### src/sprd_pkg.sv
// shared types, constants and header table for the subtitle packet decoder
// no dependencies
package sprd_pkg;

   typedef struct packed {
      logic [7:0] byte_value;
      logic       packet_start;
      logic       packet_end;
   } req_type;

   typedef struct packed {
      logic [1:0]  item_kind;
      logic [3:0]  field_index;
      logic [31:0] item_value;
      logic [8:0]  run_length;
      logic        final_item;
   } rsp_type;

   typedef struct packed {
      logic    valid;
      rsp_type data;
   } res_type;

   localparam logic [1:0] KIND_FIELD    = 2'd0;
   localparam logic [1:0] KIND_RUN      = 2'd1;
   localparam logic [1:0] KIND_SYNC_ERR = 2'd2;
   localparam logic [1:0] KIND_TRUNC    = 2'd3;

   localparam logic [7:0] SYNC_BYTE    = 8'hCC;
   localparam logic [4:0] SYNC_LAST    = 5'd15;
   localparam logic [4:0] SYNC_CHECKED = 5'd4;
   localparam logic [4:0] RUN_SECTION  = 5'd6;
   localparam logic [4:0] LIT_SECTION  = 5'd4;
   localparam logic [3:0] LAST_FIELD   = 4'd13;

   // header byte offset to (field index + 1), zero where no field ends
   function automatic logic [3:0] field_end(input logic [4:0] pos);
      logic [3:0] fe;
      case (pos)
         5'd1:    fe = 4'd1;
         5'd3:    fe = 4'd2;
         5'd5:    fe = 4'd3;
         5'd7:    fe = 4'd4;
         5'd9:    fe = 4'd5;
         5'd12:   fe = 4'd6;
         5'd15:   fe = 4'd7;
         5'd16:   fe = 4'd8;
         5'd17:   fe = 4'd9;
         5'd18:   fe = 4'd10;
         5'd19:   fe = 4'd11;
         5'd23:   fe = 4'd12;
         5'd27:   fe = 4'd13;
         5'd31:   fe = 4'd14;
         default: fe = 4'd0;
      endcase
      return fe;
   endfunction

endpackage

### src/sprd_skid.sv
// two-entry result stage: output register plus skid register
// depends on sprd_pkg
module sprd_skid
   import sprd_pkg::*;
(
   input  logic    clock,
   input  logic    reset,
   input  res_type res_in,
   output logic    res_ready,
   output logic    out_valid,
   output rsp_type out_data,
   input  logic    out_ready
);

   logic    out_valid_ff;
   rsp_type out_data_ff;
   logic    skid_valid_ff;
   rsp_type skid_data_ff;

   assign res_ready = !skid_valid_ff;
   assign out_valid = out_valid_ff;
   assign out_data  = out_data_ff;

   always_ff @(posedge clock) begin
      if (reset) begin
         out_valid_ff  <= 1'b0;
         skid_valid_ff <= 1'b0;
      end else if (out_ready || !out_valid_ff) begin
         if (skid_valid_ff) begin
            out_valid_ff  <= 1'b1;
            out_data_ff   <= skid_data_ff;
            skid_valid_ff <= 1'b0;
         end else begin
            out_valid_ff <= res_in.valid;
            out_data_ff  <= res_in.data;
         end
      end else if (res_in.valid && !skid_valid_ff) begin
         skid_valid_ff <= 1'b1;
         skid_data_ff  <= res_in.data;
      end
   end

endmodule

### src/sprd_parser.sv
// byte parser: sync check, header field unpacking and section decoding
// depends on sprd_pkg
module sprd_parser
   import sprd_pkg::*;
(
   input  logic    clock,
   input  logic    reset,
   input  logic    accept,
   input  req_type req,
   output res_type res
);

   typedef enum logic [2:0] {
      PH_IDLE, PH_SYNC, PH_HEADER, PH_MARKER, PH_DATA, PH_LIT, PH_RUN, PH_DONE
   } phase_type;

   phase_type   phase_ff,  phase_in;
   logic [4:0]  pos_ff,    pos_in;
   logic [31:0] acc_ff,    acc_in;
   logic [7:0]  marker_ff, marker_in;
   logic [31:0] remain_ff, remain_in;
   logic [8:0]  count_ff,  count_in;
   logic        failed_ff, failed_in;

   always_comb begin
      phase_type   cur_phase;
      logic [4:0]  cur_pos;
      logic [31:0] cur_acc;
      logic [7:0]  cur_marker;
      logic [31:0] cur_remain;
      logic [8:0]  cur_count;
      logic        cur_failed;
      logic [3:0]  fe;
      logic [31:0] acc_shift;
      logic [4:0]  pos_next;
      logic        last_byte;
      logic        is_run;
      logic        fin;

      if (req.packet_start) begin
         cur_phase  = PH_SYNC;
         cur_pos    = '0;
         cur_acc    = '0;
         cur_marker = '0;
         cur_remain = '0;
         cur_count  = '0;
         cur_failed = 1'b0;
      end else begin
         cur_phase  = phase_ff;
         cur_pos    = pos_ff;
         cur_acc    = acc_ff;
         cur_marker = marker_ff;
         cur_remain = remain_ff;
         cur_count  = count_ff;
         cur_failed = failed_ff;
      end

      phase_in  = cur_phase;
      pos_in    = cur_pos;
      acc_in    = cur_acc;
      marker_in = cur_marker;
      remain_in = cur_remain;
      count_in  = cur_count;
      failed_in = cur_failed;
      res       = '0;

      fe        = field_end(cur_pos);
      acc_shift = {cur_acc[23:0], req.byte_value};
      pos_next  = cur_pos + 5'd1;
      last_byte = (cur_remain == 32'd1);
      is_run    = (cur_phase == PH_RUN);
      fin       = 1'b0;

      case (cur_phase)
         PH_SYNC: begin
            failed_in = cur_failed ||
                        ((cur_pos < SYNC_CHECKED) && (req.byte_value != SYNC_BYTE));
            if ((cur_pos == SYNC_CHECKED - 5'd1) && failed_in) begin
               res.valid           = 1'b1;
               res.data.item_kind  = KIND_SYNC_ERR;
               res.data.final_item = 1'b1;
               phase_in            = PH_DONE;
            end else if (cur_pos == SYNC_LAST) begin
               phase_in = PH_HEADER;
               pos_in   = '0;
               acc_in   = '0;
            end else begin
               pos_in = pos_next;
            end
         end
         PH_HEADER: begin
            pos_in = pos_next;
            acc_in = acc_shift;
            if (fe != 4'd0) begin
               if (fe - 4'd1 == LAST_FIELD) begin
                  remain_in = acc_shift;
                  fin       = (acc_shift <= 32'd1);
                  phase_in  = (acc_shift == 32'd0) ? PH_DONE : PH_MARKER;
               end
               res.valid            = 1'b1;
               res.data.item_kind   = KIND_FIELD;
               res.data.field_index = fe - 4'd1;
               res.data.item_value  = acc_shift;
               res.data.final_item  = fin;
               acc_in               = '0;
            end
         end
         PH_MARKER: begin
            marker_in = req.byte_value;
            remain_in = cur_remain - 32'd1;
            phase_in  = last_byte ? PH_DONE : PH_DATA;
         end
         PH_DATA: begin
            remain_in = cur_remain - 32'd1;
            pos_in    = 5'd1;
            if (req.byte_value == cur_marker) begin
               phase_in = PH_RUN;
               acc_in   = '0;
            end else begin
               phase_in = PH_LIT;
               acc_in   = {24'd0, req.byte_value};
            end
            if (last_byte) begin
               res.valid           = 1'b1;
               res.data.item_kind  = KIND_TRUNC;
               res.data.final_item = 1'b1;
               phase_in            = PH_DONE;
            end
         end
         PH_LIT, PH_RUN: begin
            remain_in = cur_remain - 32'd1;
            if (is_run && (cur_pos == 5'd1)) begin
               count_in = {1'b0, req.byte_value} + 9'd1;
            end else begin
               acc_in = acc_shift;
            end
            pos_in = pos_next;
            if (pos_next >= (is_run ? RUN_SECTION : LIT_SECTION)) begin
               res.valid           = 1'b1;
               res.data.item_kind  = KIND_RUN;
               res.data.item_value = acc_in;
               res.data.run_length = is_run ? count_in : 9'd1;
               res.data.final_item = last_byte;
               pos_in              = '0;
               acc_in              = '0;
               phase_in            = last_byte ? PH_DONE : PH_DATA;
            end else if (last_byte) begin
               res.valid           = 1'b1;
               res.data.item_kind  = KIND_TRUNC;
               res.data.final_item = 1'b1;
               phase_in            = PH_DONE;
            end
         end
         default: begin
         end
      endcase

      // early end of packet overrides any other result
      if (req.packet_end && (phase_in != PH_DONE) && (phase_in != PH_IDLE)) begin
         res                 = '0;
         res.valid           = 1'b1;
         res.data.item_kind  = KIND_TRUNC;
         res.data.final_item = 1'b1;
         phase_in            = PH_DONE;
      end

      res.valid = res.valid && accept;
   end

   always_ff @(posedge clock) begin
      if (reset) begin
         phase_ff  <= PH_IDLE;
         pos_ff    <= '0;
         failed_ff <= 1'b0;
      end else if (accept) begin
         phase_ff  <= phase_in;
         pos_ff    <= pos_in;
         failed_ff <= failed_in;
      end
   end

   always_ff @(posedge clock) begin
      if (accept) begin
         acc_ff    <= acc_in;
         marker_ff <= marker_in;
         remain_ff <= remain_in;
         count_ff  <= count_in;
      end
   end

endmodule

### src/subtitle_packet_rle_decoder.sv
// top level of the subtitle packet run-length decoder
// depends on sprd_pkg, sprd_parser and sprd_skid
//
// Takes one packet byte per transfer and can take a new byte every cycle while
// req_ready is high. Each byte updates the parser state in the cycle it is
// taken. Results pass through a two-entry output stage, the output register
// and the skid register, so bytes keep flowing while one result waits;
// req_ready falls only when both entries are full and recovers the cycle
// after the downstream side takes a result. No start-up sweep after reset.
module subtitle_packet_rle_decoder
   import sprd_pkg::*;
(
   input  logic    clock,
   input  logic    reset,
   input  logic    req_valid,
   output logic    req_ready,
   input  req_type req_payload,
   output logic    rsp_valid,
   input  logic    rsp_ready,
   output rsp_type rsp_payload
);

   res_type res;
   logic    accept;

   assign accept = req_valid && req_ready;

   sprd_parser u_parser (
      .clock  (clock),
      .reset  (reset),
      .accept (accept),
      .req    (req_payload),
      .res    (res)
   );

   sprd_skid u_skid (
      .clock     (clock),
      .reset     (reset),
      .res_in    (res),
      .res_ready (req_ready),
      .out_valid (rsp_valid),
      .out_data  (rsp_payload),
      .out_ready (rsp_ready)
   );

endmodule

### config.mk
export PLATFORM = sky130hd
export DESIGN_NAME = subtitle_packet_rle_decoder
export DESIGN_NICKNAME = d
export VERILOG_FILES = /design/src/sprd_pkg.sv /design/src/sprd_skid.sv /design/src/sprd_parser.sv /design/src/subtitle_packet_rle_decoder.sv
export SDC_FILE = /design/constraint.sdc
export NUM_CORES = 1
export LEC_CHECK = 0
export BUFFER_PORTS_ARGS = -buffer_cell sky130_fd_sc_hd__buf_2
export CELL_PAD_IN_SITES_DETAIL_PLACEMENT = 0
export CELL_PAD_IN_SITES_GLOBAL_PLACEMENT = 1
export CORE_ASPECT_RATIO = 1.4
export CORE_MARGIN = 5
export CORE_UTILIZATION = 44
export CTS_BUF_LIST = sky130_fd_sc_hd__clkbuf_8
export CTS_CLUSTER_DIAMETER = 30
export CTS_CLUSTER_SIZE = 30
export DETAILED_ROUTE_END_ITERATION = 12
export PLACE_DENSITY_LB_ADDON = 0.1
export SYNTH_ARGS = -nofsm -noshare
export SYNTH_HDL_FRONTEND = slang
export SYNTH_SLANG_ARGS = --single-unit
### constraint.sdc
create_clock -name clock -period 7.95 [get_ports clock]
set_input_delay 0.3975 -clock clock [delete_from_list [all_inputs] [get_ports clock]]
set_output_delay 0.3975 -clock clock [all_outputs]
set_load 0.02 [all_outputs]
; ---- Word level (Yosys, flattened, before mapping)
; Memory sizes are Yosys's and may differ from the RTL's.
; Cells that the tools add are included.
[word_totals]
reg_bits = 188
romBits = 128
in_bits = 14
elab_cells = 120
mem_count = 1
[classes]
n_addsub = 4
order_cmp = 3
eq_ne = 14
n_mux = 57
bitwise = 2
reduce_logical = 20
[memory_table]
columns = name, depth, width, rd, rd_ports_with_merged_regs, wr, line_no
row1 = (name not given), 32, 4, 1, 0, 0, sprd_pkg.sv:39  ; case (pos)
[ops]
columns = cell, count
row1 = $mux W32, 9
row2 = $pmux W32 S2, 2
row3 = $pmux W32 S4, 1
row4 = $mux W49, 1
row5 = $mux W48, 1
row6 = $mux W9, 5
row7 = $mux W41, 1
row8 = $mux W39, 1
row9 = $mux W3, 12
row10 = $eq A32 B1 Y1 const B, 1
row11 = $le A32 B1 Y1 const B, 1
row12 = $logic_not A32 Y1, 1
row13 = $sub A32 B1 Y32 const B, 1
row14 = $mux W8, 3
row15 = $mux W5, 4
row16 = $pmux W5 S4, 1
row17 = $pmux W3 S5, 1
row18 = $pmux W3 S4, 1
row19 = $add A8 B1 Y9 const B, 1
row20 = $eq A3 B3 Y1 const B, 3
row21 = $eq A8 B8 Y1, 1
row22 = $logic_and A1 B1 Y1, 8
row23 = $mux W1, 8
row24 = $mux W2, 4
row25 = other kinds (23), 28

; ---- Longest topological paths before layout
; Gate-level depths: netlist of the first run.
[depth]
ltp_word = 14
ltp_mapped = 19
ltp_nobuf = 14

; ---- By module
; A second synthesis of the first run with hierarchy kept.
[unflattened]
cells_unflattened = 926
area_unflattened_um2 = 10423.7
[modules_own_cells]
columns = mod, n_inst, cells_per_inst, area_each_um2
row1 = sprd_parser, 1, 766, 6612.6
row2 = sprd_skid, 1, 159, 3804.9
row3 = subtitle_packet_rle_decoder, 1, 1, 6.3

; ---- Least setup slack after synthesis of the first run
; OpenSTA, ideal clock, no wires.
[synth_timing]
path_type = flip-flop to flip-flop
startpoint = register u_skid.skid_valid_ff
endpoint = register u_skid.skid_data_ff[0] (netlist bit), enable pin
setup_ns = 0.470
t_arrival_ns = 5.884
setup_slack_ns = 1.596
path_stages_with_launch = 8
path_buffers = 2
period_less_slack_ns = 6.354
path_cell_list = dfxtp_1 -> clkbuf_1 -> inv_1 -> nand2_1 -> inv_1 -> clkbuf_1 -> nand2_1 -> a21oi_1
[synth_between]
elab_chain_len = 5
[synth_lines]
columns = item, line_no
row1 = "start, declared", sprd_skid.sv:17  ; logic skid_valid_ff;
row2 = "start signal, assigned", sprd_skid.sv:27  ; skid_valid_ff <= 1'b0;
row3 = "start signal, assigned", sprd_skid.sv:32  ; skid_valid_ff <= 1'b0;
row4 = "start signal, assigned", sprd_skid.sv:38  ; skid_valid_ff <= 1'b1;
row5 = $logic_not A1 Y1, sprd_skid.sv:20  ; assign res_ready = !skid_valid_ff;
row6 = net req_ready, subtitle_packet_rle_decoder.sv:16  ; output logic req_ready,
row7 = $logic_and A1 B1 Y1, subtitle_packet_rle_decoder.sv:26  ; assign accept = req_valid && req_ready;
row8 = net accept, subtitle_packet_rle_decoder.sv:24  ; logic accept;
row9 = $logic_and A1 B1 Y1, sprd_parser.sv:167  ; res.valid = res.valid && accept;
row10 = $logic_and A1 B1 Y1, sprd_skid.sv:37  ; end else if (res_in.valid && !skid_valid_ff) begin
row11 = $reduce_and A3 Y1 (no source line), --
row12 = "end signal, assigned", sprd_skid.sv:39  ; skid_data_ff <= res_in.data;
row13 = "end, declared", sprd_skid.sv:18  ; rsp_type skid_data_ff;
; The timed path passes the listed nets, and every way through them passes these cells.
; A chain may end at the register's enable or synchronous reset.

; ---- Worst setup path in the final report of the first run
[layout_timing]
startpoint = input port req_payload[1] (netlist bit)
endpoint = register u_skid.skid_data_ff[36] (netlist bit), enable pin
[layout_between]
elab_chain_len = 14
word_cells_on_any_way = 53
classes_between = 2 x add/sub / 2 x order compare / 12 x eq/ne / 24 x mux / 12 x reduce/logical / 1 x memory
[layout_lines]
columns = item, line_no
row1 = "start, declared", subtitle_packet_rle_decoder.sv:17  ; input req_type req_payload,
row2 = $mux W5, sprd_parser.sv:40  ; if (req.packet_start) begin
row3 = $mem_v2 Z32 W4 / $lt A5 B3 Y1 (equally long branches), --
row4 = $sub A4 B1 Y4 / $logic_and A1 B1 Y1 (equally long branches), "sprd_parser.sv:95, sprd_parser.sv:77"
row5 = $eq A4 B4 Y1 / $logic_or A1 B1 Y1 (equally long branches), "sprd_parser.sv:95, sprd_parser.sv:76"
row6 = $mux W3 / $logic_and A1 B1 Y1 (equally long branches), "sprd_parser.sv:95, sprd_parser.sv:78"
row7 = $mux W3 (on tied branches), "sprd_parser.sv:94, sprd_parser.sv:78"
row8 = $pmux W3 S5, sprd_parser.sv:74  ; case (cur_phase)
row9 = $ne A3 B3 Y1, sprd_parser.sv:159  ; if (req.packet_end && (phase_in != PH_DONE) && (phase_in != PH_IDLE)) begin
row10 = $logic_and A1 B1 Y1 (2 in series), sprd_parser.sv:159
row11 = $mux W49 *, sprd_parser.sv:159
row12 = $logic_and A1 B1 Y1 *, sprd_parser.sv:167
row13 = $logic_and A1 B1 Y1 *, sprd_skid.sv:37
row14 = $reduce_and A3 Y1 (no source line) *, --
; Mark *: on every way between the ends. The rest lies on a longest branch, timed or not.

==> impl_metrics.yaml, run 1 <==
status:
  status: "finished clean"
floorplan:
  io_pins: 64
  placementRows: 67
  core_area_um2: 23800
  die-area_um2: 27200
  start_util_pct: 44.3
  die_y_um: 193
  dieWidth_um: 141
layout:
  finalNetCount: 1072
  antennaDiodeCount: 0
  regArea_um2: 5540
  multi_input_area_um2: 4630
  utilization_pct: 48.4
  area_delta_synth_final_pct: 9.24
  drive_gt1_share_pct: 15.8
  fillers: 2288
placement:
  dp.final_hpwl_mm: 20.4
  gp_congestion: 0.887
  pre_cts_slack_ns: 2.78
  port_buffers: 63
timing:
  setup_ws_ns: 3.25
  min_period_over_period_pct: 59.1
  timing.slew.headroom_pct: 17.1
  setup_viol_count_final: 0
  max_freq_ghz: 0.213
  tightest_slew_ns: 1.24
  rsz0062_at_grt: "false"
  fin_crit_ns: 4.70
  hold_viol_final: 0
  finClkSkew_ns: 0.0191
  slew_violations: 0
  setup_tns_ns: 0
synth:
  synthCells: 1015
  synthFlopType: "edfxtp_1"
  yosys.cell_count.top_type: "edfxtp_1"
  ys_seq_elements: 188
  synthesis.area_um2: 10500
  syn-num-nets: 1047
  synth-edff-count: 177
  synth.area.top_cells: "edfxtp_1 (50%), nor2_1 (5.0%), a22oi_1 (4.1%)"
  synth_top_cell_area_share_pct: 50.4
  async_flop_share_pct: 0
  ys_warn_count: 0
  synthTopCellsByCount: "edfxtp_1 (177), nor2_1 (140), nand2_1 (115)"
  synth_top_cell_by_area: "edfxtp_1"
  ys_seq_area_share_pct: 52.5
  yosysUniqueCellTypes: 79
  syn_area_per_cell_um2: 10.4
pwr:
  ir_drop_mv: 0.113
  p_per_area_nw_per_um2: 186
  p_clk_share_pct: 32.5
  internal_power_mw: 1.52
  p_leak_nw: 3.91
  combPwrFrac_pct: 11.5
  swShare_pct: 29.0
  pwr-share-seq_pct: 56.0
  power_switching_uw: 620
  finalPower_mw: 2.14
route:
  num_vias: 8247
  wl_mm: 29.9
  ant_nets: 0
  dr.pass1.iters: 5
  viasPerCell: 6.05
  drcViolationCount: 0
  drtIter0Drc: 706
  wl_per_cell_um: 21.9
clock_network:
  root_buffer: "clkbuf_8"
  ctsLongestPathBuffers: 2
  insertion_delay_ns: 0.49
  cts.hold.buffers_added: 0
  tritoncts: "yes"
  cts_max_level: 4
  clock_sinks: 188
  cts_setup_buffers: 0
  numCtsBuffers: 17
  cts_resized: 0
  clk_transition_reported_paths_ns: 0.11
worst_hold_path:
  holdPathEnd: "u_skid.skid_valid_ff$_SDFFE_PP0P_"
  hold_path.class: "primary input to flip-flop"
  hold_start: "req_valid"
  min_path_cells: 3
setup_path:
  cp_max_fo: 48
  cpMostUsedCell: "ha_1"
  crit_path_cell_trace: "buf_2, inv_1, nand2_1, inv_1, ha_1, ha_1, and2_1, o32a_1, o21ai_1, ha_1, xnor2_1, nand2_1, or4_4, a21oi_1, a21oi_4, buf_4"
  end_kind: "flip-flop"
  path_class: "primary input to flip-flop"
  r2r_slack_ns: 3.39
  worstPathArrival_ns: 4.86
  start_kind: "primary input"
  worstRegToRegCells: 12
  r2r_start: "u_parser.pos_ff[0]$_SDFFE_PP0P_"
  crit_slowest_cell: "a21oi_1"
  critical_path_required_ns: 8.10
  worstReg2RegEnd: "u_skid.skid_data_ff[36]$_DFFE_PP_"
  slowest_delay_ns: 0.56
job:
  max_cap_violations: 0
global_route:
  grt_pass1_vias: 7983
  antenna_found_initial: 0
  grt_max_degree: 84
  grt_overflow: 0
  grt_pass1_wl_mm: 46.9
  grt_usage_pct: 22.1
[cells in the final DEF (no fill, tap or decap), types with 17 or more instances in the layout]
master and instances:
buf_2 63, o31ai_1 17, a21oi_1 24, inv_1 24
o31ai_2 28, o21ai_0 51, nor2_1 139, a22oi_1 58
nand2_1 115, ha_1 18, clkbuf_8 17, nand3_1 23
edfxtp_1 177
[worst max path at each step]
stage | startpoint | end | slack [ns] | cells past startpoint
2_1_floorplan | u_skid.skid_valid_ff$_SDFFE_PP0P_ | u_skid.skid_data_ff[0]$_DFFE_PP_ | 1.60 | 7
3_3_place_gp | req_payload[1] | u_skid.skid_data_ff[35]$_DFFE_PP_ | 2.86 | 16
6_report | req_payload[1] | u_skid.skid_data_ff[36]$_DFFE_PP_ | 3.25 | 16
5_1_grt | req_payload[1] | u_skid.skid_data_ff[36]$_DFFE_PP_ | 3.00 | 16
4_1_cts | req_payload[1] | u_skid.skid_data_ff[36]$_DFFE_PP_ | 3.31 | 16
3_5_place_dp | req_payload[1] | u_skid.skid_data_ff[36]$_DFFE_PP_ | 2.78 | 16
[sequential cells by signal, indices dropped and copies added, names as in the netlist, 3 cells and up]
name and count:
u_parser.pos_ff 5, u_parser.phase_ff 3, u_parser.remain_ff 32, u_parser.acc_ff 32, u_skid.out_data 48, u_parser.marker_ff 8, u_parser.count_ff 9, u_skid.skid_data_ff 48
[critical path: cells and delay by family]
| family | cells | cell delay (ns) |
|---|---|---|
| buffers and inverters | 4 | 1.29 |
| AND/OR/NAND/NOR | 4 | 1.05 |
| XOR/XNOR | 1 | 0.14 |
| adder cells (fa/ha/maj) | 3 | 0.76 |
| AO/OA/AOI/OAI | 4 | 1.15 |
[stage by stage]
stage	std cells	hold WS, ns	area, um^2
final	1363	0.245	11500
after global routing	1363	0.245	11500
after CTS	1363	0.222	11500
after detailed placement	1331	0.478	11100
after global placement	1331	0.465	11100
after floorplan	1015	0.449	10500
[layout make-up]
type,instances,area share (%)
inverters,26,0.859
flip-flops and latches,188,48.1
clock inverters,15,1.74
well taps,310,3.37
repair buffers,78,3.72
clock buffers,17,2.03
multi-input cells,729,40.2
[power by group through the flow]
stage          clock, mW  combinational, mW  sequential [mW]
2_1_floorplan          0              0.161             1.22
3_3_place_gp           0              0.244             1.22
3_5_place_dp           0              0.246             1.22
4_1_cts            0.710              0.246             1.20
5_1_grt            0.753              0.269             1.20
6_report           0.694              0.246             1.20
[cells by family (layout without fill, tap and decap cells)]
logic type	count (synthesis)	in the layout	synth area share, %
AO/OA/AOI/OAI	302	302	22.1
XOR/XNOR	13	13	1.08
adder cells (fa/ha/maj)	18	18	2.14
buffers and inverters	98	136	4.10
flip-flops	188	188	52.5
multiplexers	13	13	1.23
AND/OR/NAND/NOR	383	383	16.9
[metal layers]
metal  vias up  part of all wire (%)  GRT usage, %  wire length (um)
li1       3921                     -             -                 -
met1      4061                    41          26.9             12400
met2       213                    52          39.8             15600
met3        52                   3.3          3.26               987
met4         0                   3.0          8.39               910
met5         -                     0             0                 0
No activity file was read; power rests on OpenSTA's default activity.
==> run 2, diff against run 1 <==
clock period = 3.8 ns   (was 7.95 ns; I/O delays follow)
==> run 2 against run 1 <==
Sequential share of layout area shrank 2.0 points. Power grew 110%. Sequential power grew 110%. Clock power grew 92%. Clock skew is essentially flat. Critical path depth shrank 2. Largest power group unchanged. Utilization grew 2.1 points. Clock-buffer cell count grew 2. Die area is the same. Setup slack lost 3.1 ns.
==> impl_metrics.yaml, run 2 (synthesis results as in run 1) <==
setup_path:
  cpMostUsedCell: "ha_1"
  critical_path_required_ns: 4.11
  path_class: "flip-flop to flip-flop"
  r2r_slack_ns: 0.15
  crit_slowest_cell: "or4_4"
  worstPathArrival_ns: 3.95
  start_kind: "flip-flop"
  crit_path_cell_trace: "nor2b_1, buf_4, ha_1, a31oi_1, o21ai_0, o211a_2, inv_1, ha_1, xnor2_1, nand2_1, or4_4, a21o_4, buf_12, o31ai_2"
  cp_max_fo: 55
  path_delay_family: "compound AO/OA/AOI/OAI gates"
  end_kind: "flip-flop"
  critPathBufInv: 3
  slowest_delay_ns: 0.56
route:
  wl_mm: 31.5
  drcViolationCount: 0
  wl_per_cell_um: 22.2
  dr.pass1.iters: 4
  num_vias: 8580
  ant_nets: 0
  drtIter0Drc: 597
  viasPerCell: 6.04
clock_network:
  insertion_delay_ns: 0.48
  clk_transition_reported_paths_ns: 0.11
  numCtsBuffers: 17
  tritoncts: "yes"
  clock_sinks: 188
  root_buffer: "clkbuf_8"
  cts_max_level: 4
  ctsLongestPathBuffers: 2
  cts.hold.buffers_added: 0
placement:
  pre_cts_slack_ns: 0.126
  gp_congestion: 0.890
  dp.final_hpwl_mm: 22.2
  place_inst: 1385
  port_buffers: 63
global_route:
  antenna_found_initial: 5
  grt_max_degree: 94
  grt_usage_pct: 23.0
  grt_pass1_vias: 8532
  grt_pass1_wl_mm: 48.5
  grt_overflow: 0
timing:
  fin_crit_ns: 3.65
  setup_ws_ns: 0.153
  setup_tns_ns: 0
  finClkSkew_ns: 0.0193
  hold_viol_final: 0
  slew_violations: 0
  setup_viol_count_final: 0
  rsz0062_at_grt: "false"
  max_freq_ghz: 0.274
  timing.slew.headroom_pct: 24.0
  min_period_over_period_pct: 96.0
  tightest_slew_ns: 1.14
floorplan:
  die_y_um: 193
  io_pins: 64
  start_util_pct: 44.3
  dieWidth_um: 141
  placementRows: 67
  core_area_um2: 23800
  die-area_um2: 27200
layout:
  layout_common_cells: "edfxtp_1 (177), nor2_1 (139), nand2_1 (115)"
  fillers: 2262
  final_common_cell: "edfxtp_1"
  area_delta_synth_final_pct: 14.0
  multi_input_area_um2: 4680
  regArea_um2: 5540
  finalNetCount: 1127
  drive_gt1_share_pct: 20.7
  fin_cells: 1420
worst_hold_path:
  hold_path.class: "primary input to flip-flop"
status:
  status: "finished clean"
pwr:
  p_leak_nw: 4.19
  ir_drop_mv: 0.205
  p_per_area_nw_per_um2: 366
job:
  max_cap_violations: 0
[run 2: changes by cell type in the layout (fill, tap and decap cells not counted), sizes merged]
cell | before | now
buf | 78 | 132
clkinv | 5 | 4
diode | 0 | 2
clkbuf | 17 | 19
bufinv | 2 | 0
inv | 32 | 33
o31ai | 46 | 47
[run 2: per-stage QoR]
stage	hold WS (ns)	power, mW	instance area, um^2	utilization [%]
after floorplan	0.367	2.88	10600	-
after global placement	0.470	3.11	11600	48.7
after detailed placement	0.482	3.12	11600	48.7
after CTS	0.000335	4.43	12000	50.3
after global routing	0.0166	4.59	12000	50.4
final	0.0271	4.40	12000	50.5
[run 2: area by class of cell]
class,instances,share of cell area [%]
timing repair buffer,132,7.67
sequential,188,46.1
tap,310,3.23
antenna,2,0.0417
clock inverter,13,1.02
clock buffer,19,2.18
inverter,26,0.823
multi-input combinational,730,38.9
[run 2: final timing paths]
check | depth (start not counted) | from | end
worst max-delay path | 14 | u_parser.pos_ff[0]$_SDFFE_PP0P_ | u_skid.out_data[36]$_DFFE_PP_
worst min-delay path | 3 | req_valid | u_skid.skid_valid_ff$_SDFFE_PP0P_
worst max register to register | 14 | u_parser.pos_ff[0]$_SDFFE_PP0P_ | u_skid.out_data[36]$_DFFE_PP_
worst min register to register | 2 | u_parser.failed_ff$_SDFFE_PP0P_ | u_parser.failed_ff$_SDFFE_PP0P_
[run 2: layer usage]
metal | vias up | global-route usage (%) | share of wire (%)
met5 | - | 0 | 0.13
met2 | 229 | 42.5 | 52
li1 | 4045 | - | -
met4 | 6 | 11.3 | 4.6
met3 | 88 | 3.95 | 4.3
met1 | 4212 | 25.6 | 39
[run 2: report_power, final]
part	internal, mW	leakage (nW)	switching, mW	total [mW]
registers	2.39	1.75	0.112	2.50
clock network	0.517	0.193	0.811	1.33
logic	0.202	2.25	0.373	0.575
total	3.10	4.19	1.30	4.40
[run 2: repair_timing]
action	4_1_cts	5_1_grt
gates resized for setup	0	5
setup endpoints to repair	0	93
buffers inserted	0	0
[run 2: worst register-to-register path, delay by kind of cell, from the launching register on]
family / cells / cell delay [ns]
AND/OR/NAND/NOR: 3 / 0.80
flip-flops: 1 / 0.32
buffers and inverters: 3 / 0.45
AO/OA/AOI/OAI: 5 / 1.23
adder cells (fa/ha/maj): 2 / 0.50
XOR/XNOR: 1 / 0.15
